`src/rtl/core/ase_pkg.sv`:
```
// shared types and constants of the ascending sort engine
package ase_pkg;

	localparam int WORD_W    = 32;
	localparam int DEPTH_DEF = 64;

	// one input word: element and end-of-run mark
	typedef struct packed {
		logic signed [WORD_W-1:0] value;
		logic                     is_last;
	} in_word_t;

	// one output word: sorted element with run markers
	typedef struct packed {
		logic signed [WORD_W-1:0] sorted_value;
		logic                     end_of_run;
		logic                     overflow;
	} out_word_t;

	// per-cycle command broadcast to every cell
	typedef struct packed {
		logic insert;
		logic shift;
	} cell_ctl_t;

endpackage

```
`src/rtl/core/ase_cell.sv`:
```
// one cell of the sorting chain: holds an element and trades with its neighbors
module ase_cell import ase_pkg::*; (
	input  logic                     clk,
	input  logic                     arst_n,
	input  cell_ctl_t                ctl,
	input  logic signed [WORD_W-1:0] x,
	input  logic                     less_prev,
	input  logic signed [WORD_W-1:0] val_prev,
	input  logic                     occ_prev,
	input  logic signed [WORD_W-1:0] val_next,
	input  logic                     occ_next,
	output logic signed [WORD_W-1:0] val,
	output logic                     occ,
	output logic                     less
);

	logic signed [WORD_W-1:0] val_q;
	logic                     occ_q;

	// empty cells behave as +infinity
	assign less = !occ_q || (x < val_q);
	assign val  = val_q;
	assign occ  = occ_q;

	always_ff @(posedge clk or negedge arst_n) begin
		if (!arst_n) begin
			occ_q <= 1'b0;
		end else if (ctl.shift) begin
			occ_q <= occ_next;
		end else if (ctl.insert && less) begin
			occ_q <= less_prev ? occ_prev : 1'b1;
		end
	end

	always_ff @(posedge clk) begin
		if (ctl.shift) begin
			val_q <= val_next;
		end else if (ctl.insert && less) begin
			val_q <= less_prev ? val_prev : x;
		end
	end

endmodule

```
`config.mk`:
```
export PLATFORM = sky130hd
export DESIGN_NAME = ase_cell
export DESIGN_NICKNAME = d
export VERILOG_FILES = /design/src/rtl/core/ase_pkg.sv /design/src/rtl/core/ase_cell.sv
export SDC_FILE = /design/constraint.sdc
export NUM_CORES = 1
export LEC_CHECK = 0
export ABC_AREA = 1
export BUFFER_PORTS_ARGS = -buffer_cell sky130_fd_sc_hd__buf_4
export CAP_MARGIN = 20
export CORE_ASPECT_RATIO = 0.75
export CORE_UTILIZATION = 35
export CTS_BUF_LIST = sky130_fd_sc_hd__clkbuf_8
export DETAILED_ROUTE_END_ITERATION = 8
export MAX_ROUTING_LAYER = met4
export PLACE_DENSITY_LB_ADDON = 0.1
export SYNTH_ARGS = -nofsm -noshare
export SYNTH_HDL_FRONTEND = slang
export SYNTH_SLANG_ARGS = --single-unit
```
`constraint.sdc`:
```
create_clock -name clk -period 3.1 [get_ports clk]
set_clock_uncertainty 0.1 [all_clocks]
set_input_delay 0.155 -clock clk [delete_from_list [all_inputs] [get_ports clk]]
set_output_delay 0.155 -clock clk [all_outputs]
set_load 0.01 [all_outputs]
```
======== Word level (Yosys, flattened, before mapping) ========
Index checks and enable logic that the tools add are counted.
word-level totals
  ROM bits ................................ 0
  bits in registers ....................... 33
  input port bits ......................... 103
  logic and storage cells ................. 13
  RAM bits ................................ 0
  memories ................................ 0
  latch bits .............................. 0
  output and inout port bits .............. 34
cells by class
  $lt $le $gt $ge ......................... 1
  shifts and indexed selects .............. 0
  bitwise logic cells ..................... 0
  add/sub/neg operators ................... 0
  equality and inequality tests ........... 0
  divide/modulo/power cells ............... 0
  multiply operators ...................... 0
  multiplexer cells ....................... 6
  reductions and logical operators ........ 4
operators by type and width
  kind                         number
  two-way mux 32 bit           3
  less-than comparator 32 bit  1
  two-way mux 1 bit            3
  nonzero test 2 bit           1
  logical AND 1 bit            1
  logical NOT 1 bit            1
  logical OR 1 bit             1

======== Longest topological paths before layout ========
Gate-level depths: netlist of the first run.
  depth after elaboration ................. 5
  gate-level depth with buffers ........... 18
  depth with buffers taken out ............ 18

======== Worst setup path after synthesis of the first run ========
OpenSTA, ideal clock, no wires.
  kind .................................... register -> register
  from .................................... register val_q[5], in the netlist val[5]
  to ...................................... register val_q[0], in the netlist val[0], enable pin
  buffers on the path ..................... 0
  cell stages (with the launch flop) ...... 14
  arrival time ............................ 1.881 ns
  setup slack ............................. 0.743 ns
  library setup time ...................... 0.375 ns
  required time ........................... 2.625 ns
  cells stage by stage .................... edfxtp_1 -> inv_1 -> ha_1 -> a21oi_1 -> nor2_1 -> nor3_2 -> nand2_1 -> nand2_1 -> nand2_1 -> nand2_1 -> nand3_1 -> nand3_2 -> nand2_2 -> nand2_2
on the way
  cells in the longest elaborated chain, start to end .. 4
ends and longest elaborated chain
  what                                 line            RTL
  start: declaration                   ase_cell.sv:17  logic signed [WORD_W-1:0] val_q;
  start signal: assignment             ase_cell.sv:37  val_q <= val_next;
  start signal: assignment             ase_cell.sv:39  val_q <= less_prev ? val_prev : x;
  less-than comparator 32 bit          ase_cell.sv:21  assign less = !occ_q || (x < val_q);
  logical OR 1 bit                     ase_cell.sv:21
  net less                             ase_cell.sv:14  output logic less
  logical AND 1 bit                    ase_cell.sv:38  end else if (ctl.insert && less) begin
  nonzero test 2 bit (no source line)  n/a
The timed path passes the listed nets, and every way through them passes these cells.
A chain may end at the register's enable or synchronous reset.

======== Worst setup path in the final report of the first run ========
  from .................................... register val_q[5], in the netlist val[5]
  to ...................................... register val_q[14], in the netlist val[14], enable pin
on the way
  cells in the longest elaborated chain, start to end .. 4
ends and longest elaborated chain
  what                                 line
  less-than comparator 32 bit          ase_cell.sv:21
  logical OR 1 bit                     ase_cell.sv:21
  logical AND 1 bit                    ase_cell.sv:38
  nonzero test 2 bit (no source line)  n/a
No other way between the ends.

==> impl_metrics.yaml, run 1 <==
outcome:
  status: "completed"
detailed_routing:
  drtIter0Drc: 78
  dr_wl_met3_um: 464
  met1_length_um: 3480
  routed-wl-met2_um: 3420
  drtAntennaViolNets: 0
  top_layer_used: "met4"
  drtPass1Iterations: 4
  vias: 2639
  wl_per_cell_um: 13.5
  via_per_inst: 4.80
  drc: 0
  routed_wl_um: 7440
global_routing:
  grt_max_degree: 35
  grt_pass1_wl_um: 11300
  grt_pass1_vias: 2389
  overflow: 0
  grtUsageTotal_pct: 20.4
  antenna_found_initial: 0
synthesis:
  ys_top_cells_by_count: "79 x a21oi_1, 60 x nand2_1, 42 x inv_1, 37 x nor2_1, 32 x edfxtp_1"
  syn_area_per_cell_um2: 7.84
  synthTopCellsByArea: "edfxtp_1 39%, a21oi_1 16%, ha_1 16%, nand2_1 9.0%, inv_1 6.3%"
  ys.flop_type: "edfxtp_1"
  synth_seq_area_share_pct: 39.5
  synth_edf_count: 32
  ys_seq_elements: 33
  yosysTopAreaCellShare_pct: 38.5
  synthCells: 318
  async_reset_ff_share_pct: 3.03
  syn-num-nets: 452
  synth_top_area_cell: "edfxtp_1"
  synthDistinctLibCells: 23
  yosysWarnings: 0
  syn_area_mm2: 0.00249
  synth.most_common_cell: "a21oi_1"
clock_network:
  cts_tree: "built"
  htree_levels: 2
  ctsLongestPathBuffers: 2
  post_cts_buffers: 0
  cts_hold_buffers: 1
  post_cts_resized: 0
  numCtsBuffers: 5
  path_clk_slew_ns: 0.08
  root_buffer: "clkbuf_8"
  clock_sinks: 33
  clk-insertion-delay-late_ns: 0.29
place:
  hpwl_um: 5560
  place.port_buffers: 136
  dpl_cell_area_mm2: 0.00361
  routabilityCongestion: 0.796
cells_and_area:
  fin_util_pct: 55.1
  design_area_mm2: 0.00378
  diodes: 0
  finalNetCount: 585
  drive_gt1_share_pct: 34.7
  area_growth_pct: 51.6
  fill_cells: 680
worst_setup_path:
  cp_slowest_stage_delay_ns: 0.40
  crit_type: "reg -> reg"
  cp.required_ns: 3.00
  worstSetupEndpointType: "flip-flop"
  arrival_ns: 2.50
  start_kind: "flip-flop"
  cp_slowest_cell: "edfxtp_1"
  path_cells: "inv_1 > ha_1 > a21oi_1 > nor2_1 > nor3_2 > nand2_1 > nand2_1 > nand2_1 > nand2_1 > nand3_1 > nand3_2 > nand2_2 > nand2_2 > buf_12"
  r2r-start: "val[5]"
  rr_endpoint: "val[14]"
  crit_start: "val[5]"
  rrSetupSlack_ns: 0.50
  reg2reg_depth: 14
  path_max_fanout: 19
  crit_path_frequent_cell: "nand2_1"
timing:
  final-hold-violation-count: 0
  worst-slew-pin-transition_ns: 0.647
  finalSetupViolCount: 0
  fin_tns_setup_ns: 0
  rsz0062_at_grt: "no"
  relSlewSlack_pct: 56.8
  fmax_mhz: 384
  drv_slew: 0
  timing.final.crit_share_pct: 83.9
  fin_crit_ns: 2.60
floorplan:
  placementRows: 26
  die_w_um: 99.5
  start_util_pct: 36.3
  pin_count: 137
  core_area_mm2: 0.00686
  dieArea_mm2: 0.00747
  fp.dieH_um: 75.1
power:
  total_power_mw: 1.56
  ir_drop_mv: 0.269
  p_leak_nw: 1.95
  cellPowerDensity_mw_per_mm2: 413
run:
  maxCapViolCount: 0
min_path:
  hold_class: "in -> async"
worst max-delay path: cells and delay by family, from the launching register on:
| kind | cells | cell delay (ns) |
|---|---|---|
| buffers and inverters | 2 | 0.29 |
| flip-flops | 1 | 0.40 |
| adder cells (fa/ha/maj) | 1 | 0.23 |
| AND/OR/NAND/NOR | 10 | 1.11 |
| AO/OA/AOI/OAI | 1 | 0.17 |
metal layers:
| layer | up-vias | track usage [%] |
|---|---|---|
| met5 | - | - |
| met4 | 0 | 4.90 |
| met3 | 8 | 4.27 |
| met2 | 89 | 32.3 |
| met1 | 1210 | 27.0 |
| li1 | 1332 | - |
sequential cells by signal (all words and copies together) (netlist names):
name / cells
occ: 1
val: 32
per-stage QoR:
stage / hold WS (ns) / worst slack [ns] / std cells
6_report: 0.0849 / 0.499 / 550
5_1_grt: 0.0782 / 0.228 / 550
3_3_place_gp: -0.169 / 0.552 / 540
2_1_floorplan: -0.241 / 0.743 / 318
3_5_place_dp: -0.169 / 0.503 / 540
4_1_cts: 0.0725 / 0.476 / 549
cells by family after synthesis:
group	count (synthesis)	share of synthesized area [%]
AOI/OAI and AO/OA	87	18.0
buffers and inverters	57	8.68
and+or+nand+nor	110	18.2
adders and majority gates	31	15.6
DFF	33	39.5
report_power, final:
part | internal, mW | total (mW) | switching (mW)
combinational | 0.247 | 0.493 | 0.246
sequential | 0.555 | 0.584 | 0.0289
clock | 0.319 | 0.485 | 0.165
layout make-up:
type	instances	area, um^2	area share, %
Clock buffer	5	68.8	1.82
Inverter	43	161	4.27
Tap cell	98	123	3.24
Timing Repair Buffer	140	1090	28.7
Multi-Input combinational cell	228	1290	34.1
Sequential cell	33	986	26.1
Clock inverter	3	65.1	1.72
cell usage in the layout, fill, tap and decap left out, types with 2 or more instances in the layout:
master / synthesis / final
ha_1: 31 / 31
clkbuf_8: 0 / 5
bufinv_16: 0 / 2
nor2_1: 37 / 37
nand4_1: 2 / 2
o21ai_0: 3 / 3
buf_4: 0 / 137
nand3_1: 3 / 3
edfxtp_1: 32 / 32
o21ai_1: 2 / 2
nand2_1: 60 / 60
inv_1: 42 / 42
a21oi_1: 79 / 79
nand2_2: 4 / 4
worst max path at each step:
stage | slack (ns) | depth (start not counted) | endpoint
finish | 0.50 | 14 | val[14]
global route | 0.23 | 14 | val[14]
CTS | 0.48 | 14 | val[14]
detailed placement | 0.50 | 14 | val[7]
global placement | 0.55 | 14 | val[7]
floorplan | 0.74 | 13 | val[0]
Note: power is estimated with default switching activity, not from simulation.
==> run 2: changes to the inputs <==
==> constraint.sdc (replaced) <==
create_clock -name clk -period 2.45 [get_ports clk]
set_clock_uncertainty 0.1 [all_clocks]
set_input_delay 0.1225 -clock clk [delete_from_list [all_inputs] [get_ports clk]]
set_output_delay 0.1225 -clock clk [all_outputs]
set_load 0.01 [all_outputs]
==> impl_metrics.yaml, run 2 (synthesis results as in run 1) <==
global_routing:
  grtUsageTotal_pct: 20.3
  antenna_found_initial: 0
  grt_pass1_wl_um: 11300
  grt_max_degree: 35
  overflow: 0
  grt_pass1_vias: 2378
cells_and_area:
  finalNetCount: 589
  multi_input_area_mm2: 0.00130
  design_area_mm2: 0.00379
  seq_area_um2: 986
  mostFrequentLayoutCells: "140 x buf_4, 79 x a21oi_1, 60 x nand2_1"
  diodes: 0
  fin_cells: 554
  area_growth_pct: 52.1
  drive_gt1_share_pct: 34.9
  largest_reg_flops: 32
  fill_cells: 685
  final_common_cell: "buf_4"
  fin_util_pct: 55.3
floorplan:
  start_util_pct: 36.3
  placementRows: 26
  fp.dieH_um: 75.1
  pin_count: 137
  die_w_um: 99.5
  core_area_mm2: 0.00686
  dieArea_mm2: 0.00747
power:
  p_leak_nw: 1.96
  switching_share_pct: 29.6
  ir_drop_mv: 0.283
  switchingPower_mw: 0.554
  seq_power_share_pct: 39.2
  cellPowerDensity_mw_per_mm2: 494
  internal_power_mw: 1.32
  combinationalPowerShare_pct: 34.0
  total_power_mw: 1.88
  p_clk_share_pct: 26.7
place:
  placedCellCount: 543
  dpl_cell_area_mm2: 0.00363
  hpwl_um: 5590
  routabilityCongestion: 0.790
  place.port_buffers: 136
  pre_cts_ws_ns: 0.233
outcome:
  status: "completed"
clock_network:
  root_buffer: "clkbuf_8"
  clock_sinks: 33
  ctsLongestPathBuffers: 2
  path_clk_slew_ns: 0.07
  cts_tree: "built"
  htree_levels: 2
  clk-insertion-delay-late_ns: 0.29
  numCtsBuffers: 5
timing:
  timing.final.crit_share_pct: 89.5
  finalSetupViolCount: 0
  fin_tns_setup_ns: 0
  fin_hold_ws_ns: 0.0525
  setup_ws_ns: 0.258
  rsz0062_at_grt: "no"
  drv_slew: 0
  fin_crit_ns: 2.19
  fmax_mhz: 456
  relSlewSlack_pct: 72.1
  worst-slew-pin-transition_ns: 0.419
  final-hold-violation-count: 0
detailed_routing:
  vias: 2591
  drtAntennaViolNets: 0
  top_layer_used: "met4"
  routed_wl_um: 7370
  via_per_inst: 4.68
  drtIter0Drc: 96
  dr_wl_met3_um: 364
  drtPass1Iterations: 4
  met1_length_um: 3650
  drc: 0
  routed-wl-met2_um: 3300
  wl_per_cell_um: 13.3
worst_setup_path:
  reg2reg_depth: 14
  cp.required_ns: 2.35
  crit_type: "reg -> reg"
  arrival_ns: 2.09
  start_kind: "flip-flop"
  worstSetupEndpointType: "flip-flop"
  path_max_fanout: 10
run:
  maxCapViolCount: 0
min_path:
  hold_class: "in -> async"
==> run 2: power groups by stage <==
| stage | registers (mW) | logic, mW | clock network (mW) |
|---|---|---|---|
| after detailed placement | 0.749 | 0.624 | 0 |
| final | 0.736 | 0.638 | 0.502 |
| after floorplan | 0.776 | 0.271 | 0 |
| after global routing | 0.744 | 0.719 | 0.534 |
| after global placement | 0.747 | 0.619 | 0 |
| after CTS | 0.737 | 0.629 | 0.511 |
==> run 2: path summary, 6_finish.rpt <==
check / from / to / slack, ns
setup / recovery: val[5] / val[29] / 0.26
hold / removal: arst_n / occ / 0.05
setup reg to reg: val[5] / val[29] / 0.26
hold reg to reg: occ / occ / 0.55
max in group asynchronous: arst_n / occ / 2.12
min in group clk: val_next[30] / val[30] / 0.06
==> run 2: per-layer routing <==
layer  GRT usage [%]  vias to the layer above
met4            4.74                        0
met1            27.0                     1162
met3            3.90                        7
met5               -                        -
li1                -                     1342
met2            32.1                       80
==> run 2: final cells by class <==
class,count,share of cell area [%]
Tap cell,98,3.23
Timing Repair Buffer,144,29.6
Sequential cell,33,26.0
Clock buffer,5,1.81
Multi-Input combinational cell,228,34.2
Inverter,43,4.25
Clock inverter,3,0.989
==> run 2: worst max-delay path: stages (launching register included) <==
cell and delay [ns]:
edfxtp_1 0.39, inv_1 0.07, ha_1 0.23, a21oi_1 0.15, nor2_1 0.06, nor3_2 0.09, nand2_1 0.08, nand2_1 0.06
nand2_1 0.06, nand2_1 0.07, nand3_1 0.08, nand3_2 0.09, nand2_2 0.07, nand2_4 0.11, clkbuf_16 0.18
==> run 2: timing repair <==
| action | in CTS | in global routing |
|---|---|---|
| buffers inserted | 0 | 1 |
| hold buffers | 1 | 0 |
| endpoints found under the setup margin | 0 | 12 |
| resized for setup | 0 | 3 |
| endpoints found under the hold margin | 1 | 0 |
==> run 3: changes to the inputs <==
--- a/config.mk
+++ b/config.mk
@@ -9,7 +9,7 @@
 export BUFFER_PORTS_ARGS = -buffer_cell sky130_fd_sc_hd__buf_4
 export CAP_MARGIN = 20
 export CORE_ASPECT_RATIO = 0.75
-export CORE_UTILIZATION = 35
+export CORE_UTILIZATION = 30
 export CTS_BUF_LIST = sky130_fd_sc_hd__clkbuf_8
 export DETAILED_ROUTE_END_ITERATION = 8
 export MAX_ROUTING_LAYER = met4
==> impl_metrics.yaml, run 3 (synthesis results as in run 1) <==
clock_network:
  numCtsBuffers: 5
  clock_sinks: 33
  htree_levels: 2
  root_buffer: "clkbuf_8"
  path_clk_slew_ns: 0.06
  clk-insertion-delay-late_ns: 0.28
  ctsLongestPathBuffers: 2
  cts_tree: "built"
global_routing:
  antenna_found_initial: 0
  overflow: 0
  grt_pass1_vias: 2465
  grt_pass1_wl_um: 12100
  grtUsageTotal_pct: 18.5
  grt_max_degree: 35
worst_setup_path:
  rr_endpoint: "val[31]"
  worstSetupEndpointType: "flip-flop"
  arrival_ns: 2.10
  crit_type: "reg -> reg"
  reg2reg_depth: 13
  crit_start: "val[31]"
  cp.required_ns: 2.33
  r2r-start: "val[31]"
  start_kind: "flip-flop"
  path_max_fanout: 13
  rrSetupSlack_ns: 0.24
detailed_routing:
  dr_wl_met3_um: 455
  vias: 2512
  wl_per_cell_um: 13.8
  top_layer_used: "met4"
  routed-wl-met2_um: 3420
  drtAntennaViolNets: 0
  drc: 0
  met1_length_um: 3760
  via_per_inst: 4.51
  routed_wl_um: 7670
  drtIter0Drc: 69
  drtPass1Iterations: 4
timing:
  fmax_mhz: 452
  rsz0062_at_grt: "no"
  relSlewSlack_pct: 70.0
  timing.final.crit_share_pct: 90.4
  drv_slew: 0
  finalSetupViolCount: 0
  fin_crit_ns: 2.21
  fin_tns_setup_ns: 0
  final-hold-violation-count: 0
  worst-slew-pin-transition_ns: 0.449
cells_and_area:
  largest_reg_flops: 32
  drive_gt1_share_pct: 34.3
  fin_cells: 557
  mostFrequentLayoutCells: "138 x buf_4, 79 x a21oi_1, 60 x nand2_1"
  finalNetCount: 586
  final_common_cell: "buf_4"
  area_growth_pct: 49.3
  diodes: 0
place:
  hpwl_um: 5890
  place.port_buffers: 136
  routabilityCongestion: 0.813
  placedCellCount: 549
floorplan:
  core_area_mm2: 0.00799
  die_w_um: 107
  start_util_pct: 31.2
  placementRows: 28
  pin_count: 137
  fp.dieH_um: 81.0
  dieArea_mm2: 0.00868
min_path:
  hold_class: "in -> async"
power:
  cellPowerDensity_mw_per_mm2: 468
  p_leak_nw: 1.92
  ir_drop_mv: 0.192
run:
  maxCapViolCount: 0
outcome:
  status: "completed"
-- run 3: layer usage --
metal,global-route usage [%],up-vias
met5,-,-
li1,-,1331
met4,3.29,0
met1,24.5,1100
met2,30.1,77
met3,3.37,4
-- run 3: metrics by stage --
stage               power [mW]  setup slack [ns]  utilization (%)  hold slack [ns]  cell area (um^2)
finish                    1.74             0.236             46.6           0.0443              3720
global route              1.87            0.0475             46.6           0.0412              3720
CTS                       1.76             0.153             46.6           0.0432              3720
detailed placement        1.38             0.197             45.5           -0.199              3630
global placement          1.37             0.192             45.5           -0.198              3630
floorplan                 1.05            0.0931                -           -0.273              2490
-- run 3: final cells by class --
| type | instances | area (um^2) |
|---|---|---|
| fill | 855 | 4260 |
| multi-input combinational | 228 | 1290 |
| timing repair buffer | 141 | 1080 |
| sequential | 33 | 986 |
| inverter | 43 | 161 |
| tap | 105 | 131 |
| clock buffer | 5 | 68.8 |
| clock inverter | 2 | 7.51 |
-- run 3: worst max-delay path, stage by stage (launching register included) --
cell	delay (ns)
edfxtp_1	0.37
inv_1	0.05
ha_1	0.35
nand4_1	0.11
inv_1	0.09
nand4_2	0.11
a21oi_2	0.12
nor2_1	0.06
nand2_1	0.07
nand2_1	0.06
nand3_2	0.07
nand2_2	0.06
nand2_2	0.09
buf_6	0.19
-- run 3: timing repair --
action	in CTS	in global routing
setup buffers	0	0
resized for setup	0	1
setup endpoints to repair	0	11
hold buffers	1	0
hold endpoints to repair	1	0
-- run 3: how the worst max path moves through the flow --
stage / end / cells after the start / slack (ns)
global placement: val[26] / 13 / 0.19
finish: val[31] / 13 / 0.24
CTS: val[31] / 13 / 0.15
floorplan: val[0] / 13 / 0.09
detailed placement: val[30] / 13 / 0.20
global route: val[31] / 12 / 0.05
-- run 3: power breakdown --
group	switching (mW)	leakage [nW]	internal (mW)	total [mW]
clock	0.196	0.0428	0.187	0.384
combinational	0.310	1.55	0.311	0.621
sequential	0.0353	0.331	0.702	0.737
total	0.542	1.92	1.20	1.74
